===== src/rtl/core/integer_alu_mul_div_unit_macros.svh =====
// ---------------------------------------------------------------------------
// Assertion macros for the integer ALU unit
// Shared forms for same-cycle and next-cycle implication checks.
// ---------------------------------------------------------------------------
`ifndef INTEGER_ALU_MUL_DIV_UNIT_MACROS_SVH
`define INTEGER_ALU_MUL_DIV_UNIT_MACROS_SVH

// Antecedent implies consequent in the same cycle.
`define IALU_ASSERT_SAME(label, clk, rst, ante, cons, msg) \
   label: assert property (@(posedge clk) disable iff (rst) (ante) |-> (cons)) \
      else $error(msg);

// Antecedent implies consequent in the next cycle.
`define IALU_ASSERT_NEXT(label, clk, rst, ante, cons, msg) \
   label: assert property (@(posedge clk) disable iff (rst) (ante) |=> (cons)) \
      else $error(msg);

`endif


===== src/rtl/core/ialu_pkg.sv =====
// ---------------------------------------------------------------------------
// Integer ALU package
// Operation codes, status codes, work classes and the queued entry format.
// ---------------------------------------------------------------------------
package ialu_pkg;

   localparam int DATA_WIDTH        = 32;
   localparam int OPERAND_WIDTH     = 31;
   localparam int PRODUCT_WIDTH     = 2 * OPERAND_WIDTH;
   localparam int OP_WIDTH          = 3;
   localparam int STATUS_WIDTH      = 2;
   localparam int REQ_TDATA_WIDTH   = ((2 * OPERAND_WIDTH + 7) / 8) * 8;
   localparam int RSP_TDATA_WIDTH   = ((DATA_WIDTH + 7) / 8) * 8;
   localparam int QUEUE_DEPTH       = 2;
   localparam int QUEUE_PTR_WIDTH   = $clog2(QUEUE_DEPTH);
   localparam int QUEUE_COUNT_WIDTH = $clog2(QUEUE_DEPTH + 1);
   localparam int DIV_COUNT_WIDTH   = $clog2(OPERAND_WIDTH);

   typedef enum logic [OP_WIDTH-1:0] {
      OP_ADD = 3'd0,
      OP_SUB = 3'd1,
      OP_MUL = 3'd2,
      OP_DIV = 3'd3,
      OP_REM = 3'd4
   } op_type;

   typedef enum logic [STATUS_WIDTH-1:0] {
      ST_OK      = 2'd0,
      ST_INVALID = 2'd1,
      ST_DIVZERO = 2'd2
   } status_type;

   // Work class decided by the front end; errors need no arithmetic.
   typedef enum logic [2:0] {
      KIND_ADD,
      KIND_SUB,
      KIND_MUL,
      KIND_DIV,
      KIND_REM,
      KIND_ERR
   } kind_type;

   typedef struct packed {
      kind_type                 kind;
      status_type               status;
      logic [OPERAND_WIDTH-1:0] a;
      logic [OPERAND_WIDTH-1:0] b;
   } entry_type;

   typedef enum logic [1:0] {
      BK_IDLE,
      BK_DIV,
      BK_DONE
   } back_state_type;

endpackage


===== src/rtl/core/ialu_front.sv =====
// ---------------------------------------------------------------------------
// Integer ALU front end
// Accepts request items, decodes the operation and flags errors early.
// ---------------------------------------------------------------------------
module ialu_front (
   input  logic                                clock,
   input  logic                                reset,
   input  logic                                in_valid,
   output logic                                in_ready,
   input  logic [ialu_pkg::OP_WIDTH-1:0]      in_op,
   input  logic [ialu_pkg::OPERAND_WIDTH-1:0] in_a,
   input  logic [ialu_pkg::OPERAND_WIDTH-1:0] in_b,
   output logic                                push_valid,
   input  logic                                push_ready,
   output ialu_pkg::entry_type                 push_entry
);
   import ialu_pkg::*;

   logic      valid_ff, valid_in;
   entry_type entry_ff, entry_in;
   logic      b_zero;

   assign b_zero = (in_b == '0);

   // Classify the operation; divide by zero becomes an error item here.
   always_comb begin
      entry_in.a      = in_a;
      entry_in.b      = in_b;
      entry_in.status = ST_OK;
      unique case (in_op)
         OP_ADD: begin
            entry_in.kind = KIND_ADD;
         end
         OP_SUB: begin
            entry_in.kind = KIND_SUB;
         end
         OP_MUL: begin
            entry_in.kind = KIND_MUL;
         end
         OP_DIV: begin
            entry_in.kind   = b_zero ? KIND_ERR : KIND_DIV;
            entry_in.status = b_zero ? ST_DIVZERO : ST_OK;
         end
         OP_REM: begin
            entry_in.kind   = b_zero ? KIND_ERR : KIND_REM;
            entry_in.status = b_zero ? ST_DIVZERO : ST_OK;
         end
         default: begin
            entry_in.kind   = KIND_ERR;
            entry_in.status = ST_INVALID;
         end
      endcase
   end

   assign in_ready   = !valid_ff || push_ready;
   assign push_valid = valid_ff;
   assign push_entry = entry_ff;

   always_comb begin
      valid_in = valid_ff;
      if (in_ready) begin
         valid_in = in_valid;
      end
   end

   always_ff @(posedge clock) begin
      if (reset) begin
         valid_ff <= 1'b0;
      end else begin
         valid_ff <= valid_in;
      end
   end

   // Hold the payload until the queue takes it.
   always_ff @(posedge clock) begin
      if (in_ready && in_valid) begin
         entry_ff <= entry_in;
      end
   end

endmodule


===== src/rtl/core/ialu_queue.sv =====
// ---------------------------------------------------------------------------
// Integer ALU decoupling queue
// Short FIFO of classified items between front end and execution.
// ---------------------------------------------------------------------------
module ialu_queue (
   input  logic                clock,
   input  logic                reset,
   input  logic                push_valid,
   output logic                push_ready,
   input  ialu_pkg::entry_type push_entry,
   output logic                pop_valid,
   input  logic                pop_ready,
   output ialu_pkg::entry_type pop_entry
);
   import ialu_pkg::*;

   entry_type                    slots_ff [QUEUE_DEPTH];
   logic [QUEUE_PTR_WIDTH-1:0]   wr_ptr_ff, wr_ptr_in;
   logic [QUEUE_PTR_WIDTH-1:0]   rd_ptr_ff, rd_ptr_in;
   logic [QUEUE_COUNT_WIDTH-1:0] count_ff, count_in;
   logic                         do_push, do_pop;

   assign push_ready = (count_ff != QUEUE_COUNT_WIDTH'(QUEUE_DEPTH));
   assign pop_valid  = (count_ff != '0);
   assign pop_entry  = slots_ff[rd_ptr_ff];
   assign do_push    = push_valid && push_ready;
   assign do_pop     = pop_valid && pop_ready;

   // Advance pointers with wrap at the queue depth.
   always_comb begin
      wr_ptr_in = wr_ptr_ff;
      rd_ptr_in = rd_ptr_ff;
      count_in  = count_ff;
      if (do_push) begin
         wr_ptr_in = (wr_ptr_ff == QUEUE_PTR_WIDTH'(QUEUE_DEPTH - 1)) ?
                     '0 : wr_ptr_ff + 1'b1;
      end
      if (do_pop) begin
         rd_ptr_in = (rd_ptr_ff == QUEUE_PTR_WIDTH'(QUEUE_DEPTH - 1)) ?
                     '0 : rd_ptr_ff + 1'b1;
      end
      if (do_push && !do_pop) begin
         count_in = count_ff + 1'b1;
      end else if (do_pop && !do_push) begin
         count_in = count_ff - 1'b1;
      end
   end

   always_ff @(posedge clock) begin
      if (reset) begin
         wr_ptr_ff <= '0;
         rd_ptr_ff <= '0;
         count_ff  <= '0;
      end else begin
         wr_ptr_ff <= wr_ptr_in;
         rd_ptr_ff <= rd_ptr_in;
         count_ff  <= count_in;
      end
   end

   always_ff @(posedge clock) begin
      if (do_push) begin
         slots_ff[wr_ptr_ff] <= push_entry;
      end
   end

endmodule


===== src/rtl/core/ialu_back.sv =====
// ---------------------------------------------------------------------------
// Integer ALU execution back end
// Combinational add, subtract, multiply into the output register; serial restoring divider.
// ---------------------------------------------------------------------------
`include "integer_alu_mul_div_unit_macros.svh"

module ialu_back (
   input  logic                             clock,
   input  logic                             reset,
   input  logic                             pop_valid,
   output logic                             pop_ready,
   input  ialu_pkg::entry_type              pop_entry,
   output logic                             out_valid,
   input  logic                             out_ready,
   output logic [ialu_pkg::DATA_WIDTH-1:0]  out_value,
   output ialu_pkg::status_type             out_status
);
   import ialu_pkg::*;

   back_state_type             state_ff, state_in;
   logic                       rsp_valid_ff, rsp_valid_in;
   logic [DATA_WIDTH-1:0]      rsp_value_ff, rsp_value_in;
   status_type                 rsp_status_ff, rsp_status_in;
   logic                       load;
   logic                       out_free;
   logic                       div_start;

   logic [OPERAND_WIDTH-1:0]   rem_ff, rem_in;
   logic [OPERAND_WIDTH-1:0]   quot_ff, quot_in;
   logic [OPERAND_WIDTH-1:0]   divisor_ff;
   logic                       is_rem_ff;
   logic [DIV_COUNT_WIDTH-1:0] count_ff, count_in;

   logic [DATA_WIDTH-1:0]      sum;
   logic [DATA_WIDTH-1:0]      diff;
   logic [PRODUCT_WIDTH-1:0]   product;
   logic [OPERAND_WIDTH:0]     shifted;
   logic [OPERAND_WIDTH+1:0]   trial;
   logic                       trial_neg;

   assign out_free = !rsp_valid_ff || out_ready;

   assign sum     = {1'b0, pop_entry.a} + {1'b0, pop_entry.b};
   assign diff    = {1'b0, pop_entry.a} - {1'b0, pop_entry.b};
   assign product = pop_entry.a * pop_entry.b;

   // One quotient bit per cycle: shift in the next dividend bit, try subtract.
   assign shifted   = {rem_ff, quot_ff[OPERAND_WIDTH-1]};
   assign trial     = {1'b0, shifted} - {2'b00, divisor_ff};
   assign trial_neg = trial[OPERAND_WIDTH+1];

   always_comb begin
      rem_in   = trial_neg ? shifted[OPERAND_WIDTH-1:0] : trial[OPERAND_WIDTH-1:0];
      quot_in  = {quot_ff[OPERAND_WIDTH-2:0], !trial_neg};
      count_in = count_ff - 1'b1;
   end

   always_comb begin
      state_in      = state_ff;
      pop_ready     = 1'b0;
      div_start     = 1'b0;
      load          = 1'b0;
      rsp_value_in  = '0;
      rsp_status_in = ST_OK;
      unique case (state_ff)
         BK_IDLE: begin
            if (pop_valid) begin
               if (pop_entry.kind == KIND_DIV || pop_entry.kind == KIND_REM) begin
                  pop_ready = 1'b1;
                  div_start = 1'b1;
                  state_in  = BK_DIV;
               end else if (out_free) begin
                  pop_ready     = 1'b1;
                  load          = 1'b1;
                  rsp_status_in = pop_entry.status;
                  unique case (pop_entry.kind)
                     KIND_ADD: rsp_value_in = sum;
                     KIND_SUB: rsp_value_in = diff;
                     KIND_MUL: rsp_value_in = product[DATA_WIDTH-1:0];
                     default:  rsp_value_in = '0;
                  endcase
               end
            end
         end
         BK_DIV: begin
            if (count_ff == '0) begin
               state_in = BK_DONE;
            end
         end
         BK_DONE: begin
            if (out_free) begin
               load         = 1'b1;
               rsp_value_in = is_rem_ff ? {1'b0, rem_ff} : {1'b0, quot_ff};
               state_in     = BK_IDLE;
            end
         end
         default: begin
            state_in = BK_IDLE;
         end
      endcase
   end

   always_comb begin
      rsp_valid_in = rsp_valid_ff;
      if (load) begin
         rsp_valid_in = 1'b1;
      end else if (out_ready) begin
         rsp_valid_in = 1'b0;
      end
   end

   always_ff @(posedge clock) begin
      if (reset) begin
         state_ff     <= BK_IDLE;
         rsp_valid_ff <= 1'b0;
      end else begin
         state_ff     <= state_in;
         rsp_valid_ff <= rsp_valid_in;
      end
   end

   always_ff @(posedge clock) begin
      if (load) begin
         rsp_value_ff  <= rsp_value_in;
         rsp_status_ff <= rsp_status_in;
      end
   end

   // Divider datapath: load operands on start, iterate while dividing.
   always_ff @(posedge clock) begin
      if (div_start) begin
         rem_ff     <= '0;
         quot_ff    <= pop_entry.a;
         divisor_ff <= pop_entry.b;
         is_rem_ff  <= (pop_entry.kind == KIND_REM);
         count_ff   <= DIV_COUNT_WIDTH'(OPERAND_WIDTH - 1);
      end else if (state_ff == BK_DIV) begin
         rem_ff   <= rem_in;
         quot_ff  <= quot_in;
         count_ff <= count_in;
      end
   end

   assign out_valid  = rsp_valid_ff;
   assign out_value  = rsp_value_ff;
   assign out_status = rsp_status_ff;

   `IALU_ASSERT_SAME(a_no_pop_while_busy, clock, reset, state_ff != BK_IDLE, !pop_ready, "back end popped an item while dividing")
   `IALU_ASSERT_SAME(a_error_value_zero, clock, reset, rsp_valid_ff && rsp_status_ff != ST_OK, rsp_value_ff == '0, "error result carries a nonzero value")
   `IALU_ASSERT_NEXT(a_div_finishes, clock, reset, state_ff == BK_DIV && count_ff == '0, state_ff == BK_DONE, "divider did not finish after its last step")

endmodule


===== src/rtl/core/integer_alu_mul_div_unit.sv =====
// ---------------------------------------------------------------------------
// Integer ALU with multiply and divide
// Add, subtract, multiply, divide and remainder on non-negative operands.
// ---------------------------------------------------------------------------
// Usage:
//   Request channel (req_*): one item per accepted req_tvalid/req_tready beat;
//   req_tuser carries the operation code, req_tdata both operands.
//   Result channel (rsp_*): exactly one item per request, in request order;
//   rsp_tdata carries the 32-bit wrapped result, rsp_tuser the status
//   (ok, invalid operation, divide by zero; the value is zero on error).
//   Add, subtract, multiply and all error items pass from acceptance to
//   rsp_tvalid through the front register, the queue and the output
//   register, and sustain one item per cycle while the receiver takes each
//   result and no division runs. Divide and remainder run through a serial
//   restoring divider that retires one quotient bit per cycle: 31 steps plus
//   operand load and writeback; the back end pops no new item until that
//   writeback, so the divider is the throughput limit for that mix.
//   A two-entry queue separates decode from execution, so the front keeps
//   accepting items while a division runs or a result waits.
//   Reset (synchronous, active high) empties the front register, the queue
//   and the output register and returns the divider to idle.
//   When the receiver stalls, the result holds in the output register, the
//   back end stops, then the queue and front fill and req_tready drops.
// ---------------------------------------------------------------------------
module integer_alu_mul_div_unit (
   input  logic                                   clock,
   input  logic                                   reset,
   // Request channel
   input  logic                                   req_tvalid,
   output logic                                   req_tready,
   input  logic [ialu_pkg::REQ_TDATA_WIDTH-1:0]   req_tdata,  // [30:0] operand_a, [61:31] operand_b
   input  logic [ialu_pkg::OP_WIDTH-1:0]          req_tuser,  // [2:0] operation
   // Result channel
   output logic                                   rsp_tvalid,
   input  logic                                   rsp_tready,
   output logic [ialu_pkg::RSP_TDATA_WIDTH-1:0]   rsp_tdata,  // [31:0] result_value
   output logic [ialu_pkg::STATUS_WIDTH-1:0]      rsp_tuser   // [1:0] status
);
   import ialu_pkg::*;

   logic                     push_valid, push_ready;
   entry_type                push_entry;
   logic                     pop_valid, pop_ready;
   entry_type                pop_entry;
   logic [DATA_WIDTH-1:0]    out_value;
   status_type               out_status;

   // Decode and register incoming items; padding bits of tdata are dropped.
   ialu_front u_front (
      .clock      (clock),
      .reset      (reset),
      .in_valid   (req_tvalid),
      .in_ready   (req_tready),
      .in_op      (req_tuser),
      .in_a       (req_tdata[OPERAND_WIDTH-1:0]),
      .in_b       (req_tdata[2*OPERAND_WIDTH-1:OPERAND_WIDTH]),
      .push_valid (push_valid),
      .push_ready (push_ready),
      .push_entry (push_entry)
   );

   // Buffer classified items so the divider can stall without blocking input.
   ialu_queue u_queue (
      .clock      (clock),
      .reset      (reset),
      .push_valid (push_valid),
      .push_ready (push_ready),
      .push_entry (push_entry),
      .pop_valid  (pop_valid),
      .pop_ready  (pop_ready),
      .pop_entry  (pop_entry)
   );

   // Execute and hold the result until the receiver takes it.
   ialu_back u_back (
      .clock      (clock),
      .reset      (reset),
      .pop_valid  (pop_valid),
      .pop_ready  (pop_ready),
      .pop_entry  (pop_entry),
      .out_valid  (rsp_tvalid),
      .out_ready  (rsp_tready),
      .out_value  (out_value),
      .out_status (out_status)
   );

   assign rsp_tdata = RSP_TDATA_WIDTH'(out_value);
   assign rsp_tuser = out_status;

endmodule

===== config.mk =====
export PLATFORM = sky130hd
export DESIGN_NAME = integer_alu_mul_div_unit
export DESIGN_NICKNAME = d
export VERILOG_FILES = /design/src/rtl/core/ialu_pkg.sv /design/src/rtl/core/ialu_front.sv /design/src/rtl/core/ialu_queue.sv /design/src/rtl/core/ialu_back.sv /design/src/rtl/core/integer_alu_mul_div_unit.sv
export VERILOG_INCLUDE_DIRS = /design/src /design/src/rtl/core
export SDC_FILE = /design/constraint.sdc
export NUM_CORES = 2
export LEC_CHECK = 0
export BUFFER_PORTS_ARGS = -buffer_cell sky130_fd_sc_hd__buf_2
export CAP_MARGIN = 20
export CORE_MARGIN = 1.5
export CORE_UTILIZATION = 58
export CTS_BUF_LIST = sky130_fd_sc_hd__clkbuf_4 sky130_fd_sc_hd__clkbuf_8 sky130_fd_sc_hd__clkbuf_16
export DETAILED_ROUTE_END_ITERATION = 7
export PLACE_DENSITY = 0.74
export SYNTH_ARGS = -nofsm -noshare
export SYNTH_HDL_FRONTEND = slang
export SYNTH_SLANG_ARGS = --single-unit

===== constraint.sdc =====
create_clock -name clock -period 8 [get_ports clock]
set_clock_uncertainty 0.1 [all_clocks]
set_input_delay 0.8 -clock clock [delete_from_list [all_inputs] [get_ports clock]]
set_output_delay 0.8 -clock clock [all_outputs]
set_load 0.01 [all_outputs]

## After elaboration in Yosys (flattened, before gate mapping)

Memories as Yosys holds them, arrays and structs flattened. A register that Yosys moved wholly into a read port is not among the register bits.
Index checks and enable logic that the tools add are counted.

| storage, ports and cells | value |
|---|---|
| register bits after elaboration | 208 |
| bits in writable memories | 134 |
| input port bits | 71 |
| output and inout port bits | 36 |
| logic and storage cells | 111 |
| memories | 1 |

Memories:

| name | words | width | rd ports | clocked after Yosys merged registers in | wr ports | RTL line | source |
|---|---|---|---|---|---|---|---|
| u_queue.slots_ff | 2 | 67 | 1 | 1 | 1 | ialu_queue.sv:17 | `entry_type slots_ff [QUEUE_DEPTH];` |

| cells by class | value |
|---|---|
| add/subtract/negate cells | 8 |
| multipliers | 1 |
| equality and inequality tests | 15 |
| multiplexer cells | 40 |
| bitwise logic cells | 3 |
| reductions and logical operators | 26 |

Operators by type and width:

| operator | count |
|---|---|
| $mux W32 | 4 |
| $mux W31 | 4 |
| $pmux W32 S3 | 1 |
| $pmux W32 S2 | 1 |
| $sub A32 B31 Y33 | 1 |
| $add A31 B31 Y32 | 1 |
| $mul A31 B31 Y32 | 1 |
| $sub A31 B31 Y32 | 1 |
| $logic_not A31 Y1 | 1 |
| $mux W1 | 18 |
| $pmux W3 S5 | 1 |
| $mux W2 | 7 |
| $eq A3 B2 Y1 const B | 4 |
| $reduce_bool A2 Y1 | 4 |
| $eq A3 B1 Y1 const B | 2 |
| $eq A3 B3 Y1 const B | 2 |
| $logic_not A3 Y1 | 2 |
| $ne A2 B1 Y1 const B | 3 |
| $pmux W2 S3 | 1 |
| $logic_and A1 B1 Y1 | 5 |
| $logic_not A1 Y1 | 5 |
| $logic_not A5 Y1 | 1 |
| $sub A5 B1 Y5 const B | 1 |
| $ne A2 B2 Y1 const B | 2 |
| other kinds (15) | 20 |

## Logic depth before layout (Yosys ltp)

| logic depth | value |
|---|---|
| word-level depth | 10 |
| mapped depth | 33 |
| depth with buffers taken out | 27 |

## By module

From an unflattened synthesis, not the netlist that was laid out.

| second synthesis, totals | value |
|---|---|
| cells, all modules | 3064 |
| area, all modules | 32073.3 µm² |

By module, submodules not included:

| module | instances | cells each | area each (µm²) | seq. area each (µm²) |
|---|---|---|---|---|
| ialu_back | 1 | 2740 | 24827.6 | 3693.5 |
| ialu_queue | 1 | 232 | 5057.4 | 4124.0 |
| ialu_front | 1 | 92 | 2188.3 | 2031.9 |

## Worst setup path after synthesis

OpenSTA, ideal clock, no wires.

| timing path | value |
|---|---|
| path type | flip-flop to flip-flop |
| from | register with a tool-made name |
| to | register u_back.rsp_value_ff[29] (netlist: u_back.out_value[29]) (data pin) |
| library setup time | 265 ps |
| arrival | 7614 ps |
| data required time | 7635 ps |
| slack | 21 ps |
| stages on the path, launching flop included | 29 |
| path buffers | 5 |
| period minus slack after synthesis | 7979 ps |
| cell sequence | dfxtp_1 buf_6 buf_12 buf_8 buf_8 mux2i_1 inv_1 clkbuf_1 nand2_1 fa_1 fa_1 fa_1 fa_1 inv_1 fa_1 fa_1 fa_1 fa_1 ha_1 a21oi_1 o21a_1 o21ai_0 a21oi_1 o32a_1 o31ai_1 o41ai_1 xor2_1 o22ai_1 or3_1 |

RTL lines:

| item | RTL line | source |
|---|---|---|
| to (signal assigned) | ialu_back.sv:124 | `rsp_value_ff <= rsp_value_in;` |
| to (decl) | ialu_back.sv:22 | `logic [DATA_WIDTH-1:0] rsp_value_ff, rsp_value_in;` |

==> results_dict.tcl <==
set metrics [dict create \
    port_buffers 104 \
    synth_area_leader_cell "edfxtp_1" \
    ys.flop_type "edfxtp_1" \
    hold_viol 0 \
    worst_slack_ps -126 \
    tns_ps -171 \
    worstSetupPathType "reg -> reg" \
    synth-edff-count 298 \
    cpPeakStageDelay_ps 580 \
    required_ps 8190 \
    netlist.area_leader.share 0.282 \
    cp.depth 28 \
    synth_mux_area_frac 0.0439 \
    synth_compound_area_frac 0.0777 \
    synth_top_family_by_area "adder cells" \
    syn_nets 3742 \
    die_h_um 237 \
    drt_wl_total_mm 96.9 \
    hold_start "req_tdata[29]" \
    r2r-end "u_back.out_value[29]" \
    violations "negative setup slack" \
    vias 24562 \
    slew_viol_final 0 \
    clk_path_buf_depth 3 \
    antenna_found_initial 0 \
    clock_latency_ps 570 \
    path_max_fanout 8 \
    rsz0062_at_grt "yes" \
    cts_buffers 37 \
    met2WireLength_mm 45.4 \
    synth.area.top_cells "edfxtp_1 (28%), fa_1 (26%), ha_1 (7.3%), inv_1 (5.1%), nor2_1 (4.5%)" \
    drt_iter0_markers 2274 \
    hold_path_depth 1 \
    avgViaCountPerCell 5.92 \
    core_area_mm2 0.0539 \
    grt_use_total 0.354 \
    drt-met1-wl_mm 37.1 \
    initial_core_util 0.589 \
    rows 85 \
    yosys_register_bits 343 \
    top_layer_used "met4" \
    ios 107 \
    yosys_warnings 0 \
    yosysMostFrequentCell "inv_1" \
    cts_max_level 2 \
    synthArstFlopShare 0 \
    postSynthCellCount 3074 \
    overflow 0 \
    routedWlPerCell_um 23.4 \
    hold_end "u_front.push_entry[60]" \
    synth_xor_area_frac 0.0455 \
    area_growth_pct 17.6 \
    status "finished, violations left" \
    tightestPinTransition_ps 1120 \
    met3_length_mm 8.52 \
    ys_seq_area_frac 0.310 \
    end_kind "register" \
    yosys-top-cells-count "inv_1 (434), fa_1 (411), nor2_1 (383), nand2_1 (335), edfxtp_1 (298)" \
    crit_buf_inv 7 \
    synthAdderAreaFrac 0.332 \
    worst_r2r_path_depth 28 \
    netlist_area_mm2 0.0317 \
    die_w_um 237 \
    die-area_mm2 0.0562 \
    path_delay_family "adder cells" \
    yosysUniqueCellTypes 82 \
    grt_pass1_wl_mm 148 \
    dp_cells 4034 \
    first_pass_iters 7 \
    holdCritPathClass "in -> reg" \
    numClockSinks 343 \
    critPathLaunchType "register" \
    drc 0 \
    nets 4093 \
    ant_nets 0 \
    place_congestion 1.01 \
    whs_ps 302 \
    grt_start_max_net_pins 91 \
    cts_tree "built" \
    finalCritPeriodShare 1.02 \
    cts_hold_buf 0 \
    fmax_ghz 0.123 \
    drive_above_1_share 0.193 \
    yosys.area_share.simple 0.119 \
    cap_violations 0 \
    slew_headroom 0.255 \
    crit_top_cell "fa_1" \
    clkTransAtPathRegs_ps 60 \
    fin_crit_ps 8130 \
    r2r_slack_ps -130 \
    syn_area_per_cell_um2 10.3 \
    grt_pass1_vias 25608 \
    cp.arrival_ps 8320 \
    hpwlAfterDp_mm 76.6 \
    ctsRootBufferMaster "clkbuf_16" \
    slowest_stage "fa_1" \
    final_cells 4147 \
    setup_viol 3 \
]
[final cells by class]
class / instances / area [µm²]
inverter: 454 / 1720
antenna: 2 / 5.00
timing repair buffer: 427 / 3420
sequential: 343 / 9850
clock buffer: 48 / 1040
clock inverter: 15 / 209
tap: 696 / 871
timing repair inverter: 1 / 7.51
fill: 4000 / 16600
multi-input combinational: 2161 / 20200
[registers in the layout, indices dropped and copies added (netlist names), named ones only]
| name | cells |
|---|---|
| u_queue.rd_ptr_ff | 1 |
| u_front.push_entry | 67 |
| u_back.is_rem_ff | 1 |
| u_back.count_ff | 5 |
| u_back.out_value | 32 |
| u_back.state_ff | 2 |
| u_queue.slots_ff | 134 |
| u_back.rem_ff | 31 |
| u_front.push_valid | 1 |
| u_back.out_status | 2 |
| u_back.divisor_ff | 31 |
| u_queue.count_ff | 2 |
| u_back.quot_ff | 31 |
| u_queue.wr_ptr_ff | 1 |
| u_back.out_valid | 1 |
[cell usage in the layout, fill, tap and decap left out, drive strengths merged, types with 7 or more instances in the layout]
| cell | instances |
|---|---|
| a31oi | 15 |
| a211oi | 7 |
| o21a | 16 |
| o22ai | 34 |
| inv | 445 |
| clkinv | 14 |
| a21o | 36 |
| dfxtp | 45 |
| o21ai | 66 |
| nand3 | 47 |
| a22oi | 15 |
| o31ai | 10 |
| nand2b | 20 |
| and3 | 9 |
| xor2 | 40 |
| clkinvlp | 7 |
| or3 | 7 |
| nand2 | 336 |
| and2 | 14 |
| a21oi | 110 |
| nor2b | 19 |
| a32oi | 7 |
| edfxtp | 298 |
| clkbuf | 48 |
| xnor2 | 125 |
| buf | 427 |
| nor3 | 23 |
| mux2i | 105 |
| fa | 411 |
| ha | 186 |
| nor2 | 384 |
| nor4 | 14 |
| mux2 | 13 |
[worst reg2reg max path: cells and delay by family, from the launching register on]
family | cells | cell delay, ps
flip-flops | 1 | 400
buffers and inverters | 7 | 880
XOR/XNOR | 1 | 200
adder cells (fa/ha/maj) | 9 | 4260
multiplexers | 1 | 240
AND/OR/NAND/NOR | 2 | 410
AO/OA/AOI/OAI | 8 | 1370
[what timing repair did]
| item | CTS | global route |
|---|---|---|
| setup buffers | 17 | 29 |
| setup endpoints to repair | 7 | 10 |
| gates resized for setup | 55 | 96 |
| pin swaps | 37 | 56 |
| gates cloned | 1 | 1 |
[cells by family after synthesis]
| family | after synthesis |
|---|---|
| buffers and inverters | 570 |
| AO/OA/AOI/OAI | 382 |
| AND/OR/NAND/NOR | 899 |
| multiplexers | 118 |
| flip-flops | 343 |
| XOR/XNOR | 165 |
| adder cells (fa/ha/maj) | 597 |
[stage by stage]
step                area [µm²]  setup WS (ps)  utilization
finish                   37300           -126        0.693
global route             37300           -361        0.692
CTS                      36700          -44.9        0.680
detailed placement       35000           -380        0.650
global placement         35000           -318        0.650
floorplan                31700           20.6            -
[worst max-delay path by stage]
stage | slack [ps] | startpoint | end
finish | -130 | register | u_back.out_value[29]
global route | -360 | register | u_back.out_value[29]
CTS | -40 | register | u_back.out_value[29]
detailed placement | -380 | register | u_back.out_value[29]
global placement | -320 | register | u_back.out_value[29]
floorplan | 20 | register | u_back.out_value[29]
[layer usage]
metal  vias to the layer above  GRT usage
met1                     12201      0.457
met4                         0      0.186
met3                       330     0.0590
met2                      1264      0.579
met5                         -          0
li1                      10767          -
Power is not shown: default switching activity piles up to over one toggle a cycle in this logic, so the estimate is an artifact.
